<file path="src/rtl/core/kpat_pkg.sv">
// Package with shared types and codes of the keyed point average table.
`timescale 1ns / 1ps
package kpat_pkg;

  localparam logic [1:0] OpAdd   = 2'd0;
  localparam logic [1:0] OpDump  = 2'd1;
  localparam logic [1:0] OpClear = 2'd2;

  localparam logic [2:0] StAdded    = 3'd0;
  localparam logic [2:0] StFull     = 3'd1;
  localparam logic [2:0] StSat      = 3'd2;
  localparam logic [2:0] StDumpEnt  = 3'd3;
  localparam logic [2:0] StDumpNone = 3'd4;
  localparam logic [2:0] StCleared  = 3'd5;

  localparam int unsigned SumBits = 48;
  localparam int unsigned IdBits  = 32;
  localparam int unsigned CrdBits = 32;

  typedef struct packed {
    logic [1:0]  op;
    logic [31:0] point_id;
    logic signed [31:0] x_coord;
    logic signed [31:0] y_coord;
    logic signed [31:0] z_coord;
  } in_item_t;

  typedef struct packed {
    logic [2:0]  status;
    logic [31:0] group_id;
    logic signed [31:0] mean_x;
    logic signed [31:0] mean_y;
    logic signed [31:0] mean_z;
    logic [15:0] point_count;
    logic        last;
  } out_item_t;

  // Control from the top level to the divider.
  typedef struct packed {
    logic start;
  } div_ctl_t;

endpackage

</file>
<file path="src/rtl/core/kpat_if.sv">
// Valid/ready channel interfaces for the input and result transfers.
`timescale 1ns / 1ps
interface kpat_in_if import kpat_pkg::*; ();
  logic     valid;
  logic     ready;
  in_item_t data;
  modport source (output valid, output data, input ready);
  modport sink (input valid, input data, output ready);
endinterface

interface kpat_out_if import kpat_pkg::*; ();
  logic      valid;
  logic      ready;
  out_item_t data;
  modport source (output valid, output data, input ready);
  modport sink (input valid, input data, output ready);
endinterface

</file>
<file path="src/rtl/core/kpat_ram.sv">
// Generic simple dual-port RAM (one write port, one read port) with registered read.
`timescale 1ns / 1ps
module kpat_ram #(
  parameter int unsigned Width = 8,
  parameter int unsigned Depth = 16
) (
  input  logic                     clk_i,
  input  logic                     we_i,
  input  logic [$clog2(Depth)-1:0] waddr_i,
  input  logic [Width-1:0]         wdata_i,
  input  logic [$clog2(Depth)-1:0] raddr_i,
  output logic [Width-1:0]         rdata_o
);
  logic [Width-1:0] mem_q [Depth];

  always_ff @(posedge clk_i) begin
    if (we_i) begin
      mem_q[waddr_i] <= wdata_i;
    end
    rdata_o <= mem_q[raddr_i];
  end
endmodule

</file>
<file path="src/rtl/core/kpat_div.sv">
// Restoring divider: signed 48-bit sum by unsigned count, one bit a cycle.
`timescale 1ns / 1ps
module kpat_div import kpat_pkg::*; #(
  parameter int unsigned CountBits = 16
) (
  input  logic                      clk_i,
  input  logic                      rst_ni,
  input  div_ctl_t                  ctl_i,
  input  logic signed [SumBits-1:0] sum_i,
  input  logic [CountBits-1:0]      count_i,
  output logic                      done_o,
  output logic signed [31:0]        mean_o
);
  localparam int unsigned StepBits = $clog2(SumBits + 1);

  logic [SumBits-1:0]   quo_q, quo_d;
  logic [CountBits:0]   rem_q, rem_d;
  logic [CountBits-1:0] den_q;
  logic                 neg_q;
  logic [StepBits-1:0]  step_q;
  logic                 busy_q;
  logic [CountBits:0]   trial;
  logic [SumBits-1:0]   mag;
  logic [SumBits:0]     sq;

  assign mag = sum_i[SumBits-1] ? SumBits'(-sum_i) : sum_i;

  always_comb begin
    trial = {rem_q[CountBits-1:0], quo_q[SumBits-1]};
    quo_d = {quo_q[SumBits-2:0], 1'b0};
    rem_d = trial;
    if (trial >= {1'b0, den_q}) begin
      rem_d    = trial - {1'b0, den_q};
      quo_d[0] = 1'b1;
    end
  end

  always_ff @(posedge clk_i or negedge rst_ni) begin
    if (!rst_ni) begin
      busy_q <= 1'b0;
      step_q <= '0;
      done_o <= 1'b0;
    end else begin
      done_o <= 1'b0;
      if (ctl_i.start) begin
        busy_q <= 1'b1;
        step_q <= StepBits'(SumBits);
      end else if (busy_q) begin
        step_q <= step_q - 1'b1;
        if (step_q == StepBits'(1)) begin
          busy_q <= 1'b0;
          done_o <= 1'b1;
        end
      end
    end
  end

  always_ff @(posedge clk_i) begin
    if (ctl_i.start) begin
      quo_q <= mag;
      rem_q <= '0;
      den_q <= count_i;
      neg_q <= sum_i[SumBits-1];
    end else if (busy_q) begin
      quo_q <= quo_d;
      rem_q <= rem_d;
    end
  end

  // Apply the sign, then clamp to the 32-bit range.
  always_comb begin
    sq = neg_q ? -{1'b0, quo_q} : {1'b0, quo_q};
    if (!neg_q && quo_q > SumBits'(32'h7fff_ffff)) begin
      mean_o = 32'sh7fff_ffff;
    end else if (neg_q && quo_q > SumBits'(33'h0_8000_0000)) begin
      mean_o = 32'sh8000_0000;
    end else begin
      mean_o = sq[31:0];
    end
  end
endmodule

</file>
<file path="src/rtl/core/keyed_point_average_table.sv">
// Top level of the keyed point average table.
`timescale 1ns / 1ps
//
//  Channel  Dir  Modport  Carries
//  in_i     in   sink     op, point_id, x/y/z coordinates
//  out_o    out  source   status, group_id, means, point_count, last
//
// An add searches the table one slot at a time through the ID memory. Each
// slot costs an address state and a compare state, because the memory has a
// registered read. A dump handles each entry in turn: a read state, a start
// state, three runs of the bit-serial divider, one per coordinate, and the
// output state. A clear resets the fill count and goes straight to output.
// Reset empties the table at once through the fill count; the memories need
// no clearing pass. A result waits in the output register while out_o stalls;
// no new item is taken meanwhile.
module keyed_point_average_table import kpat_pkg::*; #(
  parameter int unsigned TABLE_ENTRIES = 16,
  parameter int unsigned COUNT_BITS    = 16
) (
  input  logic      clk_i,
  input  logic      rst_ni,
  kpat_in_if.sink   in_i,
  kpat_out_if.source out_o
);
  localparam int unsigned AW = (TABLE_ENTRIES > 1) ? $clog2(TABLE_ENTRIES) : 1;
  localparam int unsigned UW = $clog2(TABLE_ENTRIES + 1);
  localparam int unsigned DW = IdBits + 3 * SumBits + COUNT_BITS;
  localparam logic [COUNT_BITS-1:0] CountMax = '1;

  localparam logic [3:0] S_IDLE   = 4'd0;
  localparam logic [3:0] S_SRCH   = 4'd1;
  localparam logic [3:0] S_CMP    = 4'd2;
  localparam logic [3:0] S_RD     = 4'd3;
  localparam logic [3:0] S_UPD    = 4'd4;
  localparam logic [3:0] S_OUT    = 4'd5;
  localparam logic [3:0] S_DRD    = 4'd6;
  localparam logic [3:0] S_DX     = 4'd7;
  localparam logic [3:0] S_DY     = 4'd8;
  localparam logic [3:0] S_DZ     = 4'd9;
  localparam logic [3:0] S_DST    = 4'd10;

  logic [3:0]   state_q;
  logic [UW-1:0] used_q;
  logic [UW-1:0] idx_q;
  in_item_t     item_q;
  out_item_t    res_q;
  logic         busy;

  // The ID memory is searched; the data memory holds the sums and count.
  logic              id_we;
  logic [AW-1:0]     id_raddr;
  logic [IdBits-1:0] id_rdata;
  logic              d_we;
  logic [AW-1:0]     d_raddr;
  logic [DW-1:0]     d_wdata, d_rdata;
  logic              new_q;

  logic signed [SumBits-1:0] sx, sy, sz;
  logic [COUNT_BITS-1:0]     cnt;
  logic signed [SumBits-1:0] nx, ny, nz;
  logic [COUNT_BITS-1:0]     ncnt;

  div_ctl_t          dctl;
  logic signed [SumBits-1:0] dsum;
  logic              ddone;
  logic signed [31:0] dmean;
  logic signed [31:0] mx_q, my_q;

  assign busy       = (state_q != S_IDLE);
  assign in_i.ready = !busy;
  assign out_o.valid = (state_q == S_OUT);
  assign out_o.data  = res_q;

  assign id_raddr = idx_q[AW-1:0];
  assign d_raddr  = idx_q[AW-1:0];
  assign {sx, sy, sz, cnt} = new_q ? '0 : d_rdata[DW-IdBits-1:0];
  assign nx   = sx + SumBits'(item_q.x_coord);
  assign ny   = sy + SumBits'(item_q.y_coord);
  assign nz   = sz + SumBits'(item_q.z_coord);
  assign ncnt = cnt + 1'b1;
  assign id_we   = (state_q == S_UPD) && new_q;
  assign d_we    = (state_q == S_UPD) && (cnt != CountMax);
  assign d_wdata = {item_q.point_id, nx, ny, nz, ncnt};

  kpat_ram #(.Width(IdBits), .Depth(1 << AW)) u_id_ram (
    .clk_i, .we_i(id_we), .waddr_i(idx_q[AW-1:0]), .wdata_i(item_q.point_id),
    .raddr_i(id_raddr), .rdata_o(id_rdata)
  );

  kpat_ram #(.Width(DW), .Depth(1 << AW)) u_data_ram (
    .clk_i, .we_i(d_we), .waddr_i(idx_q[AW-1:0]), .wdata_i(d_wdata),
    .raddr_i(d_raddr), .rdata_o(d_rdata)
  );

  // Stored sums feed the divider one coordinate at a time. Each division is
  // started in the cycle that finishes the one before, so the sum selected
  // in a state is the one for the next coordinate.
  always_comb begin
    unique case (state_q)
      S_DX:    dsum = sy;
      S_DY:    dsum = sz;
      default: dsum = sx;
    endcase
  end
  assign dctl.start = (state_q == S_DST) ||
                      (ddone && (state_q == S_DX || state_q == S_DY));

  kpat_div #(.CountBits(COUNT_BITS)) u_div (
    .clk_i, .rst_ni, .ctl_i(dctl), .sum_i(dsum), .count_i(cnt),
    .done_o(ddone), .mean_o(dmean)
  );

  always_ff @(posedge clk_i or negedge rst_ni) begin
    if (!rst_ni) begin
      state_q <= S_IDLE;
      used_q  <= '0;
      idx_q   <= '0;
      new_q   <= 1'b0;
    end else begin
      unique case (state_q)
        S_IDLE: begin
          idx_q <= '0;
          new_q <= 1'b0;
          if (in_i.valid) begin
            unique case (in_i.data.op)
              OpAdd:   state_q <= (used_q == '0) ? S_RD : S_SRCH;
              OpDump:  state_q <= (used_q == '0) ? S_OUT : S_DRD;
              OpClear: begin
                used_q  <= '0;
                state_q <= S_OUT;
              end
              default: state_q <= S_IDLE;
            endcase
            if (in_i.data.op == OpAdd && used_q == '0) begin
              new_q <= 1'b1;
            end
          end
        end
        // Address is presented; data arrives in S_CMP.
        S_SRCH: state_q <= S_CMP;
        S_CMP: begin
          if (id_rdata == item_q.point_id) begin
            state_q <= S_RD;
          end else if (idx_q + 1'b1 == used_q) begin
            if (used_q == UW'(TABLE_ENTRIES)) begin
              state_q <= S_OUT;
            end else begin
              idx_q   <= idx_q + 1'b1;
              new_q   <= 1'b1;
              state_q <= S_RD;
            end
          end else begin
            idx_q   <= idx_q + 1'b1;
            state_q <= S_SRCH;
          end
        end
        S_RD: state_q <= S_UPD;
        S_UPD: begin
          if (new_q) begin
            used_q <= used_q + 1'b1;
          end
          state_q <= S_OUT;
        end
        // The entry's address is presented; its data is ready in S_DST.
        S_DRD: state_q <= S_DST;
        S_DST: state_q <= S_DX;
        S_DX:  if (ddone) state_q <= S_DY;
        S_DY:  if (ddone) state_q <= S_DZ;
        S_DZ:  if (ddone) state_q <= S_OUT;
        S_OUT: begin
          if (out_o.ready) begin
            if (item_q.op == OpDump && !res_q.last) begin
              idx_q   <= idx_q + 1'b1;
              state_q <= S_DRD;
            end else begin
              state_q <= S_IDLE;
            end
          end
        end
        default: state_q <= S_IDLE;
      endcase
    end
  end

  // Payload registers.
  always_ff @(posedge clk_i) begin
    if (state_q == S_IDLE && in_i.valid) begin
      item_q <= in_i.data;
      res_q  <= '{status: (in_i.data.op == OpDump) ? StDumpNone : StCleared,
                  last: 1'b1, default: '0};
    end
    if (state_q == S_CMP && id_rdata != item_q.point_id &&
        idx_q + 1'b1 == used_q && used_q == UW'(TABLE_ENTRIES)) begin
      res_q.status   <= StFull;
      res_q.group_id <= item_q.point_id;
    end
    if (state_q == S_UPD) begin
      res_q.group_id <= item_q.point_id;
      if (cnt == CountMax) begin
        res_q.status      <= StSat;
        res_q.point_count <= 16'(cnt);
      end else begin
        res_q.status      <= StAdded;
        res_q.point_count <= 16'(ncnt);
      end
    end
    if (ddone && state_q == S_DX) mx_q <= dmean;
    if (ddone && state_q == S_DY) my_q <= dmean;
    if (ddone && state_q == S_DZ) begin
      res_q.status      <= StDumpEnt;
      res_q.group_id    <= d_rdata[DW-1 -: IdBits];
      res_q.mean_x      <= mx_q;
      res_q.mean_y      <= my_q;
      res_q.mean_z      <= dmean;
      res_q.point_count <= 16'(cnt);
      res_q.last        <= (idx_q + 1'b1 == used_q);
    end
  end

`ifndef SYNTH
  a_fill_bound: assert property (@(posedge clk_i) disable iff (!rst_ni)
    used_q <= UW'(TABLE_ENTRIES)) else $error("fill count beyond table");
  a_no_take_busy: assert property (@(posedge clk_i) disable iff (!rst_ni)
    busy |-> !in_i.ready) else $error("input taken while busy");
  a_out_hold: assert property (@(posedge clk_i) disable iff (!rst_ni)
    out_o.valid && !out_o.ready |=> out_o.valid && $stable(res_q))
    else $error("result changed while stalled");
`endif
endmodule

</file>
<file path="src/flat_wrapper.sv">
// flat-port wrapper written by rule: the top's interface ports become plain ports
module keyed_point_average_table_flat import kpat_pkg::*;
#(
  parameter int unsigned TABLE_ENTRIES = 16,
  parameter int unsigned COUNT_BITS    = 16
)
  (clk_i, rst_ni, in_i_valid, in_i_data, in_i_ready, out_o_valid, out_o_data, out_o_ready);
  kpat_in_if in_i_i ();
  kpat_out_if out_o_i ();
  input  logic clk_i;
  input  logic rst_ni;
  input wire logic [$bits(in_i_i.valid)-1:0] in_i_valid;
  input wire logic [$bits(in_i_i.data)-1:0] in_i_data;
  output wire logic [$bits(in_i_i.ready)-1:0] in_i_ready;
  output wire logic [$bits(out_o_i.valid)-1:0] out_o_valid;
  output wire logic [$bits(out_o_i.data)-1:0] out_o_data;
  input wire logic [$bits(out_o_i.ready)-1:0] out_o_ready;
  assign in_i_i.valid = in_i_valid;
  assign in_i_i.data = in_i_data;
  assign in_i_ready = in_i_i.ready;
  assign out_o_valid = out_o_i.valid;
  assign out_o_data = out_o_i.data;
  assign out_o_i.ready = out_o_ready;
  keyed_point_average_table #(.TABLE_ENTRIES(TABLE_ENTRIES), .COUNT_BITS(COUNT_BITS)) u_core (.clk_i(clk_i), .rst_ni(rst_ni), .in_i(in_i_i), .out_o(out_o_i));
endmodule
</file>
<file path="config.mk">
export PLATFORM = sky130hd
export DESIGN_NAME = keyed_point_average_table_flat
export DESIGN_NICKNAME = d
export VERILOG_FILES = /design/src/rtl/core/kpat_pkg.sv /design/src/rtl/core/kpat_if.sv /design/src/rtl/core/kpat_ram.sv /design/src/rtl/core/kpat_div.sv /design/src/rtl/core/keyed_point_average_table.sv /design/src/flat_wrapper.sv
export SDC_FILE = /design/constraint.sdc
export NUM_CORES = 2
export LEC_CHECK = 0
export BUFFER_PORTS_ARGS = -buffer_cell sky130_fd_sc_hd__buf_4
export CORE_ASPECT_RATIO = 1.1
export CORE_MARGIN = 5
export CORE_UTILIZATION = 52
export CTS_CLUSTER_SIZE = 10
export DETAILED_ROUTE_END_ITERATION = 7
export GPL_TIMING_DRIVEN = 0
export PLACE_DENSITY = 0.79
export REMOVE_ABC_BUFFERS = 1
export SYNTH_ARGS = -nofsm -noshare
export SYNTH_HDL_FRONTEND = slang
export SYNTH_SLANG_ARGS = --single-unit
</file>
<file path="constraint.sdc">
create_clock -name clk_i -period 15.64 [get_ports clk_i]
set_clock_uncertainty 0.05 [all_clocks]
set_input_delay 3.128 -clock clk_i [delete_from_list [all_inputs] [get_ports clk_i]]
set_output_delay 3.128 -clock clk_i [all_outputs]
set_load 0.03 [all_outputs]
</file>
==> results.yml <==
floorplanning:
  floorplan.initialDensity: 0.521
  num_rows: 219
  floorplan.die_area_um2: 335000
  dieHeight_um: 606
  core-area_um2: 323000
  die_x_um: 552
  ios: 284
run:
  maxCapViolations: 1
worst_setup_path:
  critPathLaunch: "u_core.new_q$_DFFE_PN0P_"
  endpoint: "u_core.u_data_ram.mem_q[10][62]$_DFFE_PP_"
  rrSetupSlack_ns: 7.33
  cp_max_fo: 81
  r2r-start: "u_core.new_q$_DFFE_PN0P_"
  ff2ff_path_depth: 17
  timing.rr.end: "u_core.u_data_ram.mem_q[10][62]$_DFFE_PP_"
  endpoint_kind: "flip-flop"
  worst_ep_required_time_ns: 16.16
  worstSetupStartpointType: "flip-flop"
  worstSetupPathType: "flip-flop to flip-flop"
  arrival_ns: 8.83
cts:
  postCtsSetupRepairBufs: 0
  post_cts_resize_count: 0
  clock_sinks: 4254
  insertion_delay_ns: 1.00
  clkTransAtPathRegs_ns: 0.06
  ctsHoldBuffers: 0
  htreeDepth: 5
  max-clock-path-buffers: 4
  cts_root_buffer: "clkbuf_16"
  numCtsBuffers: 467
  cts_tree: "yes"
sta:
  tightest_slew_ns: 1.55
  fin_crit_sh: 0.531
  rsz0062_at_grt: "no"
  timing.final.ws_setup_ns: 7.33
  fin_crit_ns: 8.31
  setup_viol: 0
  maxSlewHeadroom: -0.0474
  setup-tns-final_ns: 0
  maxClockFrequency_mhz: 120
  slew_violations: 4
  hold_viol: 0
global_routing:
  track_usage: 0.258
  grt_pass1_vias: 90628
  grt_pass1_wl_um: 633000
  grt_overflow_total: 0
  grt_max_degree: 87
  antenna_found_initial: 22
yosys:
  async_reset_ff_frac: 0.00541
  syn-instance-count: 8191
  seq_area_frac_synth: 0.745
  synth.yosys.warnings: 0
  synth-edff-count: 3988
  ys_seq_elements: 4254
  syn_area_um2: 168000
  synth_cell_types: 89
  syn_area_per_cell_um2: 20.5
  yosys_most_used_dff: "edfxtp_1"
worst_hold_path:
  holdCritPathClass: "flip-flop to flip-flop"
run_status:
  status: "complete, but fails checks"
  violations: "max-capacitance violations, max-slew violations"
placement:
  placed_area_um2: 179000
  io_buffers: 283
  routabilityCongestion: 0.872
  dp_hpwl_um: 251000
  detailedPlace.worstSlack_ns: 7.73
layout:
  drive_gt1_frac: 0.242
  fin_area_um2: 193000
  synthToLayoutAreaGrowth_pct: 14.6
  nets: 9021
route:
  vias_per_cell: 6.60
  drt_wl_total_um: 440000
  drt_iter0_drc: 13210
  vias: 88604
  dr.pass1.iters: 6
  drc_errors: 0
  detail_route.wl_per_cell_um: 32.8
  ant_nets: 0
pwr:
  p_leak_nw: 61.1
  power_density_nw_per_um2: 116
  vdd_drop_max_mv: 0.111
[cells in the final DEF (no fill, tap or decap), types with 16 or more instances in the layout]
| cell type | count |
|---|---|
| buf_12 | 44 |
| nor4_1 | 24 |
| nor2b_1 | 187 |
| and3_1 | 45 |
| o21bai_1 | 22 |
| clkbuf_1 | 340 |
| dfxtp_1 | 243 |
| clkbuf_16 | 472 |
| buf_16 | 129 |
| buf_4 | 285 |
| a211oi_1 | 18 |
| o211ai_1 | 21 |
| o21ai_0 | 167 |
| a31oi_1 | 35 |
| inv_1 | 99 |
| xnor2_1 | 149 |
| nor3_1 | 35 |
| nand3_1 | 51 |
| edfxtp_1 | 3988 |
| mux4_2 | 1120 |
| o21a_1 | 16 |
| xor2_1 | 144 |
| nand2_1 | 186 |
| dfrtp_1 | 18 |
| a22o_1 | 52 |
| nand2b_1 | 27 |
| nand4_1 | 26 |
| o31ai_1 | 26 |
| a22oi_1 | 17 |
| nor2_1 | 181 |
| and2_1 | 113 |
| a21o_1 | 88 |
| a21oi_1 | 255 |
| ha_1 | 150 |
| a221o_1 | 22 |
[area by class of cell]
class	instances	area [um^2]
sequential	4254	125000
fill	21429	130000
timing repair buffer	471	6750
clock inverter	27	531
multi-input combinational	3437	41200
tap	4309	5390
clock buffer	820	13200
inverter	102	393
antenna	3	7.51
[flip-flops by register name, summed over array words and instances (netlist names), 6 cells and up]
name                       count
u_core.mx_q                   32
u_core.u_id_ram.rdata_o       32
u_core.item_q                 98
u_core.u_id_ram.mem_q        512
u_core.out_o.data            148
u_core.u_data_ram.rdata_o    192
u_core.u_div.step_q            6
u_core.d_wdata                32
u_core.u_div.rem_q            16
u_core.u_data_ram.mem_q     3072
u_core.u_div.quo_q            48
u_core.my_q                   32
u_core.u_div.den_q            16
[through the flow]
step / hold WS, ns / utilization / instances / total power [mW]
after floorplan: 0.382 / - / 7793 / 12.5
after global placement: 0.409 / 0.539 / 12385 / 12.5
after detailed placement: 0.406 / 0.554 / 12572 / 12.5
after CTS: 0.414 / 0.597 / 13419 / 22.4
after global routing: 0.447 / 0.597 / 13422 / 22.9
final: 0.417 / 0.597 / 13423 / 22.3
[cell families (layout without fill, tap and decap cells)]
kind of cell    count (synthesis)  count (layout)  share of synthesized area
compound gates                852             852                     0.0330
xor+xnor                      295             295                     0.0154
other cells                     0               3                          0
flops                        4254            4254                      0.745
fa+ha+maj                     168             168                     0.0125
buf+inv                       500            1420                     0.0114
mux                          1131            1131                      0.151
simple gates                  991             991                     0.0320
[power by group]
group | internal [mW] | total, mW | switching, mW | leakage, nW
sequential | 12.3 | 12.3 | 0 | 36.9
clock | 5.68 | 10.0 | 4.35 | 6.50
combinational | 0.0218 | 0.0385 | 0.0167 | 17.7
total | 18.0 | 22.3 | 4.36 | 61.1
[worst min-delay path by stage]
| stage | start | to | slack [ns] | depth (start not counted) |
|---|---|---|---|---|
| after floorplan | u_core.u_div.rem_q[15]$_SDFFE_PN0P_ | u_core.u_div.rem_q[15]$_SDFFE_PN0P_ | 0.38 | 2 |
| after global placement | u_core.u_div.rem_q[15]$_SDFFE_PN0P_ | u_core.u_div.rem_q[15]$_SDFFE_PN0P_ | 0.41 | 2 |
| after detailed placement | u_core.u_div.rem_q[15]$_SDFFE_PN0P_ | u_core.u_div.rem_q[15]$_SDFFE_PN0P_ | 0.41 | 2 |
| after CTS | u_core.u_div.rem_q[15]$_SDFFE_PN0P_ | u_core.u_div.rem_q[15]$_SDFFE_PN0P_ | 0.41 | 2 |
| after global routing | u_core.u_div.rem_q[15]$_SDFFE_PN0P_ | u_core.u_div.rem_q[15]$_SDFFE_PN0P_ | 0.45 | 2 |
| final | u_core.u_div.rem_q[15]$_SDFFE_PN0P_ | u_core.u_div.rem_q[15]$_SDFFE_PN0P_ | 0.42 | 2 |
[synth_stat cells (8+ instances only)]
master	n	share of area
maj3_1	13	0.00077
nor2_1	186	0.0042
a22o_1	52	0.0027
o21a_1	16	0.00071
dfrtp_1	23	0.0034
a21o_1	88	0.0039
o21bai_1	22	0.00098
xnor2_1	151	0.0079
nor3_1	36	0.0011
nand2b_1	28	0.0010
nor2b_1	187	0.0070
buf_1	104	0.0023
a31oi_1	35	0.0013
nand2_1	188	0.0042
xor2_1	144	0.0075
edfxtp_1	3988	0.71
nand3_1	51	0.0015
o211ai_1	21	0.00094
o41ai_1	8	0.00042
inv_1	102	0.0023
nor4_1	24	0.00089
a22oi_1	18	0.00080
or2_2	14	0.00052
dfxtp_1	243	0.029
mux2i_1	10	0.00060
o21ai_0	171	0.0051
clkbuf_1	279	0.0062
ha_1	150	0.011
nand4_1	26	0.00097
a211oi_1	18	0.00080
a21oi_1	255	0.0076
a221oi_1	13	0.00068
nor4bb_1	8	0.00048
or3_1	10	0.00037
and3_1	68	0.0025
o31ai_1	26	0.0012
mux4_2	1120	0.15
and2_1	123	0.0046
o311ai_0	14	0.00073
a221o_1	22	0.0013
buf_2	11	0.00033
[per-layer routing]
layer | vias to the layer above | GRT usage | share of wire
met5 | - | 0 | 0.00081
met4 | 12 | 0.112 | 0.050
met3 | 1194 | 0.0652 | 0.12
met2 | 6418 | 0.423 | 0.49
met1 | 46049 | 0.332 | 0.35
li1 | 34931 | - | -
[worst max-delay path, stage by stage (launching register included)]
cell	delay, ns
dfrtp_4	0.76
buf_16	0.31
buf_16	0.28
nor2b_1	0.29
ha_1	0.28
inv_1	0.08
fa_1	0.49
nor2b_1	0.14
o21ai_0	0.08
a21bo_2	0.27
a2111oi_0	0.80
o211ai_1	0.31
a31oi_1	0.73
o211ai_1	0.25
o21ai_1	0.70
a31oi_1	0.53
o31ai_1	0.39
xor2_1	0.95
(Power assumes the default switching activity.)
